File: src/lkvt_pkg.sv
package lkvt_pkg;

  localparam int KEY_W     = 32;
  localparam int VAL_W     = 32;
  localparam int KIND_W    = 2;
  localparam int STAT_W    = 2;
  localparam int CAP_W     = 5;
  localparam int CNT_OUT_W = 5;

  localparam logic [CAP_W-1:0] CAP_RESET = 5'd16;

  // operation codes carried in the kind field
  localparam logic [KIND_W-1:0] KIND_INSERT = 2'd0;
  localparam logic [KIND_W-1:0] KIND_LOOKUP = 2'd1;
  localparam logic [KIND_W-1:0] KIND_DELETE = 2'd2;

  // result status codes
  localparam logic [STAT_W-1:0] STAT_OK     = 2'd0;
  localparam logic [STAT_W-1:0] STAT_ABSENT = 2'd1;
  localparam logic [STAT_W-1:0] STAT_FULL   = 2'd2;

  typedef enum logic [1:0] {
    S_IDLE,
    S_SCAN,
    S_SHIFT,
    S_DONE
  } state_t;

  // one table entry
  typedef struct packed {
    logic [KEY_W-1:0] key;
    logic [VAL_W-1:0] value;
  } kv_t;

  // one finished result
  typedef struct packed {
    logic [STAT_W-1:0]    status;
    logic [VAL_W-1:0]     found;
    logic [CNT_OUT_W-1:0] count;
  } res_t;

endpackage

File: src/linear_key_value_table_top.sv
// Operation: every insert, lookup or delete scans the stored entries in order, and a delete
//   hit then runs a shift pass that moves the later entries down; an unused kind goes straight
//   to a result. Only one item is in flight at a time; in_tready returns once the previous
//   result has been taken into the output register.
// Reset: rst_n synchronous, active low; clears the entry count and the output valid flag
//   and sets the capacity to 16. Entry contents are not cleared; no clearing pass.
module linear_key_value_table_top #(
  parameter int DEPTH = 16
) (
  input  logic        clk,
  input  logic        rst_n,
  // input channel
  input  logic        in_tvalid,
  output logic        in_tready,
  input  logic [63:0] in_tdata,   // key [31:0], value_word [63:32]
  input  logic [1:0]  in_tuser,   // kind [1:0]
  // result channel
  output logic        out_tvalid,
  input  logic        out_tready,
  output logic [39:0] out_tdata,  // found_value [31:0], entry_count [36:32], zero [39:37]
  output logic [1:0]  out_tuser,  // status [1:0]
  // configuration
  input  logic        cfg_valid,
  output logic        cfg_ready,
  input  logic [4:0]  cfg_data    // capacity_limit [4:0]
);
  import lkvt_pkg::*;

  localparam int AW = (DEPTH > 1) ? $clog2(DEPTH) : 1;
  localparam int CW = $clog2(DEPTH + 1);

  logic [CAP_W-1:0] cap_r;
  logic             res_valid;
  logic             res_ready;
  res_t             res;
  logic             out_valid_r;
  res_t             out_res_r;

  logic          wr_en;
  logic [AW-1:0] wr_addr;
  kv_t           wr_kv;
  logic          rd_en;
  logic [AW-1:0] rd_addr;
  kv_t           rd_kv;

  // capacity register
  assign cfg_ready = 1'b1;

  always_ff @(posedge clk) begin
    if (!rst_n) begin
      cap_r <= CAP_RESET;
    end else if (cfg_valid) begin
      cap_r <= cfg_data;
    end
  end

  lkvt_ctrl #(
    .DEPTH (DEPTH),
    .AW    (AW),
    .CW    (CW)
  ) u_ctrl (
    .clk       (clk),
    .rst_n     (rst_n),
    .req_valid (in_tvalid),
    .req_ready (in_tready),
    .req_kind  (in_tuser),
    .req_key   (in_tdata[31:0]),
    .req_val   (in_tdata[63:32]),
    .cap       (cap_r),
    .res_valid (res_valid),
    .res_ready (res_ready),
    .res       (res),
    .wr_en     (wr_en),
    .wr_addr   (wr_addr),
    .wr_kv     (wr_kv),
    .rd_en     (rd_en),
    .rd_addr   (rd_addr),
    .rd_kv     (rd_kv)
  );

  lkvt_store #(
    .DEPTH (DEPTH),
    .AW    (AW)
  ) u_store (
    .clk     (clk),
    .wr_en   (wr_en),
    .wr_addr (wr_addr),
    .wr_kv   (wr_kv),
    .rd_en   (rd_en),
    .rd_addr (rd_addr),
    .rd_kv   (rd_kv)
  );

  // output register: take a result when empty or being drained
  assign res_ready = !out_valid_r || out_tready;

  always_ff @(posedge clk) begin
    if (!rst_n) begin
      out_valid_r <= 1'b0;
    end else if (res_ready) begin
      out_valid_r <= res_valid;
    end
  end

  always_ff @(posedge clk) begin
    if (res_ready && res_valid) begin
      out_res_r <= res;
    end
  end

  assign out_tvalid = out_valid_r;
  assign out_tuser  = out_res_r.status;
  assign out_tdata  = {3'b000, out_res_r.count, out_res_r.found};

  // one item in flight at a time
  a_one_item: assert property (@(posedge clk) disable iff (!rst_n)
    res_valid |-> !in_tready)
    else $error("input ready while a result is pending");

  // a real operation passes through the scan state before its result
  a_scan_first: assert property (@(posedge clk) disable iff (!rst_n)
    (in_tvalid && in_tready && (in_tuser == KIND_INSERT || in_tuser == KIND_LOOKUP ||
     in_tuser == KIND_DELETE)) |=> !res_valid)
    else $error("result without a scan");

  // count never exceeds the table depth
  a_count_bound: assert property (@(posedge clk) disable iff (!rst_n)
    res_valid |-> (32'(res.count) <= 32'(DEPTH)))
    else $error("entry count above depth");

  // a returned value only comes with a successful status
  a_found_ok: assert property (@(posedge clk) disable iff (!rst_n)
    (res_valid && res.found != '0) |-> (res.status == STAT_OK))
    else $error("value returned on a failed operation");

endmodule

File: src/lkvt_store.sv
module lkvt_store #(
  parameter int DEPTH = 16,
  parameter int AW    = 4
) (
  input  logic              clk,
  input  logic              wr_en,
  input  logic [AW-1:0]     wr_addr,
  input  lkvt_pkg::kv_t     wr_kv,
  input  logic              rd_en,
  input  logic [AW-1:0]     rd_addr,
  output lkvt_pkg::kv_t     rd_kv
);
  import lkvt_pkg::*;

  kv_t mem [DEPTH];

  // write port
  always_ff @(posedge clk) begin
    if (wr_en) begin
      mem[wr_addr] <= wr_kv;
    end
  end

  // registered read port
  always_ff @(posedge clk) begin
    if (rd_en) begin
      rd_kv <= mem[rd_addr];
    end
  end

endmodule

File: src/lkvt_ctrl.sv
module lkvt_ctrl #(
  parameter int DEPTH = 16,
  parameter int AW    = 4,
  parameter int CW    = 5
) (
  input  logic                          clk,
  input  logic                          rst_n,
  // request side
  input  logic                          req_valid,
  output logic                          req_ready,
  input  logic [lkvt_pkg::KIND_W-1:0]   req_kind,
  input  logic [lkvt_pkg::KEY_W-1:0]    req_key,
  input  logic [lkvt_pkg::VAL_W-1:0]    req_val,
  input  logic [lkvt_pkg::CAP_W-1:0]    cap,
  // result side
  output logic                          res_valid,
  input  logic                          res_ready,
  output lkvt_pkg::res_t                res,
  // entry store
  output logic                          wr_en,
  output logic [AW-1:0]                 wr_addr,
  output lkvt_pkg::kv_t                 wr_kv,
  output logic                          rd_en,
  output logic [AW-1:0]                 rd_addr,
  input  lkvt_pkg::kv_t                 rd_kv
);
  import lkvt_pkg::*;

  localparam int LW = (CW > CAP_W) ? CW : CAP_W;

  state_t            state_r,  state_nxt;
  logic [KIND_W-1:0] kind_r,   kind_nxt;
  logic [KEY_W-1:0]  key_r,    key_nxt;
  logic [VAL_W-1:0]  val_r,    val_nxt;
  logic [CW-1:0]     count_r,  count_nxt;
  logic [CW-1:0]     issue_r,  issue_nxt;
  logic              pend_r,   pend_nxt;
  logic [AW-1:0]     pidx_r,   pidx_nxt;
  logic [STAT_W-1:0] status_r, status_nxt;
  logic [VAL_W-1:0]  found_r,  found_nxt;

  logic [LW-1:0] cap_ext;
  logic [LW-1:0] lim;
  logic [LW-1:0] cnt_ext;
  logic          at_limit;
  logic          hit;
  logic          more;

  // effective capacity saturates at the table depth
  assign cap_ext  = LW'(cap);
  assign lim      = (cap_ext > LW'(DEPTH)) ? LW'(DEPTH) : cap_ext;
  assign cnt_ext  = LW'(count_r);
  assign at_limit = (cnt_ext >= lim);

  // compare unit: returned entry against the held key
  assign hit  = pend_r && (rd_kv.key == key_r);
  assign more = (issue_r < count_r);

  assign req_ready  = (state_r == S_IDLE);
  assign res_valid  = (state_r == S_DONE);
  assign res.status = status_r;
  assign res.found  = found_r;
  assign res.count  = cnt_ext[CNT_OUT_W-1:0];

  // state and working registers
  always_ff @(posedge clk) begin
    if (!rst_n) begin
      state_r <= S_IDLE;
      count_r <= '0;
      pend_r  <= 1'b0;
    end else begin
      state_r <= state_nxt;
      count_r <= count_nxt;
      pend_r  <= pend_nxt;
    end
  end

  always_ff @(posedge clk) begin
    kind_r   <= kind_nxt;
    key_r    <= key_nxt;
    val_r    <= val_nxt;
    issue_r  <= issue_nxt;
    pidx_r   <= pidx_nxt;
    status_r <= status_nxt;
    found_r  <= found_nxt;
  end

  // sequencer
  always_comb begin
    state_nxt  = state_r;
    kind_nxt   = kind_r;
    key_nxt    = key_r;
    val_nxt    = val_r;
    count_nxt  = count_r;
    issue_nxt  = issue_r;
    pend_nxt   = pend_r;
    pidx_nxt   = pidx_r;
    status_nxt = status_r;
    found_nxt  = found_r;
    wr_en      = 1'b0;
    wr_addr    = pidx_r;
    wr_kv.key  = key_r;
    wr_kv.value = val_r;
    rd_en      = 1'b0;
    rd_addr    = issue_r[AW-1:0];

    unique case (state_r)
      S_IDLE: begin
        if (req_valid) begin
          kind_nxt   = req_kind;
          key_nxt    = req_key;
          val_nxt    = req_val;
          issue_nxt  = '0;
          pend_nxt   = 1'b0;
          status_nxt = STAT_ABSENT;
          found_nxt  = '0;
          if (req_kind == KIND_INSERT || req_kind == KIND_LOOKUP ||
              req_kind == KIND_DELETE) begin
            state_nxt = S_SCAN;
          end else begin
            state_nxt = S_DONE;
          end
        end
      end

      S_SCAN: begin
        if (hit) begin
          unique case (kind_r)
            KIND_INSERT: begin
              wr_en      = 1'b1;
              wr_addr    = pidx_r;
              status_nxt = STAT_OK;
              state_nxt  = S_DONE;
            end
            KIND_LOOKUP: begin
              found_nxt  = rd_kv.value;
              status_nxt = STAT_OK;
              state_nxt  = S_DONE;
            end
            KIND_DELETE: begin
              // restart reads just past the removed entry
              issue_nxt = CW'(pidx_r) + CW'(1);
              pend_nxt  = 1'b0;
              state_nxt = S_SHIFT;
            end
            default: begin
              state_nxt = S_DONE;
            end
          endcase
        end else if (!pend_r && !more) begin
          // key absent
          if (kind_r == KIND_INSERT) begin
            if (at_limit) begin
              status_nxt = STAT_FULL;
            end else begin
              wr_en      = 1'b1;
              wr_addr    = count_r[AW-1:0];
              count_nxt  = count_r + CW'(1);
              status_nxt = STAT_OK;
            end
          end
          state_nxt = S_DONE;
        end else begin
          // issue the next entry read
          pend_nxt = more;
          pidx_nxt = issue_r[AW-1:0];
          if (more) begin
            rd_en     = 1'b1;
            issue_nxt = issue_r + CW'(1);
          end
        end
      end

      S_SHIFT: begin
        // move the returned entry down one place
        if (pend_r) begin
          wr_en   = 1'b1;
          wr_addr = pidx_r - AW'(1);
          wr_kv   = rd_kv;
        end
        if (!pend_r && !more) begin
          count_nxt  = count_r - CW'(1);
          status_nxt = STAT_OK;
          state_nxt  = S_DONE;
        end else begin
          pend_nxt = more;
          pidx_nxt = issue_r[AW-1:0];
          if (more) begin
            rd_en     = 1'b1;
            issue_nxt = issue_r + CW'(1);
          end
        end
      end

      S_DONE: begin
        if (res_ready) begin
          state_nxt = S_IDLE;
        end
      end

      default: begin
        state_nxt = S_IDLE;
      end
    endcase
  end

endmodule
File: config.mk
export PLATFORM = sky130hd
export DESIGN_NAME = linear_key_value_table_top
export DESIGN_NICKNAME = d
export VERILOG_FILES = /design/src/lkvt_pkg.sv /design/src/linear_key_value_table_top.sv /design/src/lkvt_store.sv /design/src/lkvt_ctrl.sv
export SDC_FILE = /design/constraint.sdc
export NUM_CORES = 1
export LEC_CHECK = 0
export ABC_AREA = 1
export BUFFER_PORTS_ARGS = -buffer_cell sky130_fd_sc_hd__buf_2
export CAP_MARGIN = 40
export CORE_UTILIZATION = 50
export DETAILED_ROUTE_END_ITERATION = 8
export PLACE_DENSITY_LB_ADDON = 0.08
export RECOVER_POWER = 50
export SLEW_MARGIN = 25
export SYNTH_ARGS = -nofsm -noshare
export SYNTH_HDL_FRONTEND = slang
export SYNTH_HIERARCHICAL = 1
export SYNTH_SLANG_ARGS = --single-unit
File: constraint.sdc
create_clock -name clk -period 5.9 [get_ports clk]
set_input_delay 0.885 -clock clk [delete_from_list [all_inputs] [get_ports clk]]
set_output_delay 0.885 -clock clk [all_outputs]
set_load 0.01 [all_outputs]
==> metrics.txt <==
crit start category flop; CTS buffer count 137; min cycle time layout 5.01 ns; Final Cell Area 60,000 µm²; Arr. time, crit path 5.59 ns; die area 109,000 µm²; post-DR vias/cell 5.17; Syn Area/Cell 10.7 µm²; total count of hold-check failures in the final report 0; largest cells by area after synthesis edfxtp_1 69%, nand2_1 11%, nand3_1 7.3%; Max H-tree Level 4; Slew headroom -0.941; Synthesis Warnings 6; peak supply drop 445 µV; Slew Limit Fails 368; first-pass GRT wire length 200,000 µm; outcome finished with violations; hold endpoint u_ctrl/val_r[21]$_DFFE_PP_; Seq. cell area 37,400 µm²; Synth cell types 43; register area share after synthesis 0.695; CTS tree yes; reg-to-reg slack, setup 0.89 ns; # IOs 121; reg2reg start u_ctrl/issue_r[1]$_DFFE_PP_; setup repair bufs after CTS 0; Pleak 25.2 nW; unrepaired setup endpoints after global routing false; CP endpoint kind flop; HPWL Detailed 73,500 µm; RD Place Congestion 0.815; WL final 134,000 µm; vias in the first global route 32,495; Clock Tree Root clkbuf_16; Hold Path Class in2reg; Cells after Synth 5,020; Worst-Margin Slew 2.91 ns; Wirelength per Cell 20.2 µm; final setup violating endpoints 0; crit-path max FO 141; number of flops mapped to enable cells by yosys 1,236; Worst-path clk slew 0.06 ns; post-placement cell area 56,100 µm²; fmax 199 MHz; Yosys top cell area share 0.690; Hold Crit Depth 1; Reg2Reg Capture Point u_store/rd_kv[43]$_DFFE_PP_; final global-route overflow total 0; Most used DFF post-synth edfxtp_1; Synth area leader edfxtp_1; CTS Sinks 1,250; Synth Register Bits 1,250; Core Area 106,000 µm²; layout cells sized above 1 0.0679; reg2reg path depth 8; Vias 34,320; max-cap violation count 9; Chip Height 330 µm; multi-input logic area 11,700 µm²; NumNets Final 5,231; final worst path period share 0.850; failing checks capacitance limit, slew limit; DRC 0; DIE WIDTH 330 µm; Port Buffer Count 116; Hold Startpoint in_tdata[53]; initial antenna violation count 6; ys async rst share 0; CTS max path bufs 3; Post-CTS Hold Buffers 0; initial core utilization 0.508; filler cell count 8,928; pin count of the biggest net entering global routing 150; Layout Skew 0.0337 ns; worst skew pair latency 0.75 ns; WP data required 6.48 ns; non-filler cells, final 6,635; All-Layer GR Usage 0.247; DR iter-0 viols 3,142; post-route ant nets 0; Rows 119; Mapped Area 53,800 µm²; number of detailed-route iterations in the first pass 5; Setup TNS 0 ns; Cells after DPL 6,386; pwr/cell area 466 nW/µm²; Resize count post-CTS 0; P&R area growth vs syn 11.4%; WS Path Type reg2reg
-- per-layer routing --
layer / track usage / vias up / wire (µm)
li1: - / 16550 / -
met1: 0.363 / 16508 / 61700
met2: 0.382 / 1089 / 60700
met3: 0.0385 / 171 / 8780
met4: 0.0661 / 2 / 2550
met5: 0 / - / 11
-- layout make-up --
class / count / share of cell area
Antenna cell: 1 / 0.0000417
Clock buffer: 175 / 0.0613
Clock inverter: 72 / 0.00753
Inverter: 916 / 0.0579
Multi-Input combinational cell: 2620 / 0.196
Sequential cell: 1250 / 0.624
Tap cell: 1391 / 0.0290
Timing Repair Buffer: 210 / 0.0250
-- metrics by stage --
stage | power, mW | utilization | hold slack (ns) | worst slack (ns)
CTS | 28.2 | 0.568 | 0.267 | 1.49
global placement | 20.0 | 0.526 | 0.402 | 1.51
finish | 27.9 | 0.566 | 0.312 | 0.887
detailed placement | 20.2 | 0.529 | 0.406 | 1.50
global route | 29.3 | 0.566 | 0.277 | 0.606
floorplan | 17.3 | - | 0.400 | 0.447
-- critical path, cell delays in order, from the launching register on --
cell	delay [ns]
edfxtp_1	0.43
buf_12	0.33
clkinvlp_4	0.60
clkbuf_4	1.10
clkbuf_1	1.55
nand3_1	0.18
nand3_1	0.20
nand3_1	0.11
nand2_1	0.18
-- worst max path at each step --
stage	from	to	slack [ns]	cells past startpoint
floorplan	cap_r[0]$_SDFFE_PN0P_	u_store/mem[10][0]$_DFFE_PP_	0.45	12
global placement	cap_r[0]$_SDFFE_PN0P_	u_store/mem[7][22]$_DFFE_PP_	1.51	12
detailed placement	cap_r[0]$_SDFFE_PN0P_	u_store/mem[7][29]$_DFFE_PP_	1.50	12
CTS	cap_r[0]$_SDFFE_PN0P_	u_store/mem[7][27]$_DFFE_PP_	1.49	12
global route	u_ctrl/state_r[0]$_SDFFE_PN0P_	u_store/mem[12][49]$_DFFE_PP_	0.61	5
finish	u_ctrl/issue_r[1]$_DFFE_PP_	u_store/rd_kv[43]$_DFFE_PP_	0.89	8
-- cell families (layout without fill, tap and decap cells) --
| group | after synthesis | count (layout) | share of synthesized area |
|---|---|---|---|
| flops | 1250 | 1250 | 0.695 |
| xor+xnor | 11 | 11 | 0.00179 |
| mux | 37 | 37 | 0.00772 |
| buf+inv | 1152 | 1373 | 0.0892 |
| fa+ha+maj | 20 | 20 | 0.00479 |
| other cells | 2 | 5 | 0.000140 |
| compound gates | 106 | 106 | 0.0104 |
| simple gates | 2442 | 2442 | 0.191 |
-- registers in the layout, summed over array words and instances (netlist names), 4 cells and up --
signal	cells
u_ctrl/key_r	32
u_ctrl/issue_r	5
u_ctrl/val_r	32
cap_r	5
u_store/rd_kv	64
u_ctrl/found_r	32
u_ctrl/cnt_ext	5
out_tdata	37
u_ctrl/pidx_r	4
u_store/mem	1024
-- cell usage after synthesis (22+ instances only) --
library cell / instances
nand3_1: 781
inv_1: 908
a21oi_1: 30
buf_6: 22
nand2_1: 1549
mux2_2: 36
clkbuf_1: 28
nor2_1: 75
buf_4: 39
o21ai_0: 60
edfxtp_1: 1236
buf_2: 131
-- cell usage in the layout, fill, tap and decap left out, types with 16 or more instances in the layout --
cell | Yosys | layout
nand2_1 | 1549 | 1554
edfxtp_1 | 1236 | 1236
inv_1 | 908 | 907
nand3_1 | 781 | 783
clkbuf_16 | 0 | 141
clkbuf_1 | 28 | 111
o21ai_0 | 60 | 62
buf_2 | 131 | 62
nor2_1 | 75 | 59
buf_4 | 39 | 40
clkinv_1 | 0 | 37
a21oi_1 | 30 | 31
mux2_1 | 0 | 28
clkinv_2 | 0 | 22
ha_1 | 19 | 19
nor2_4 | 1 | 17
buf_12 | 0 | 16
-- power breakdown --
part           internal (mW)  total, mW  switching (mW)
clock network           4.53       7.94            3.41
registers               11.1       11.4           0.238
logic                   2.17       8.61            6.45
total                   17.8       27.9            10.1
No activity file was read; power rests on OpenSTA's default activity.
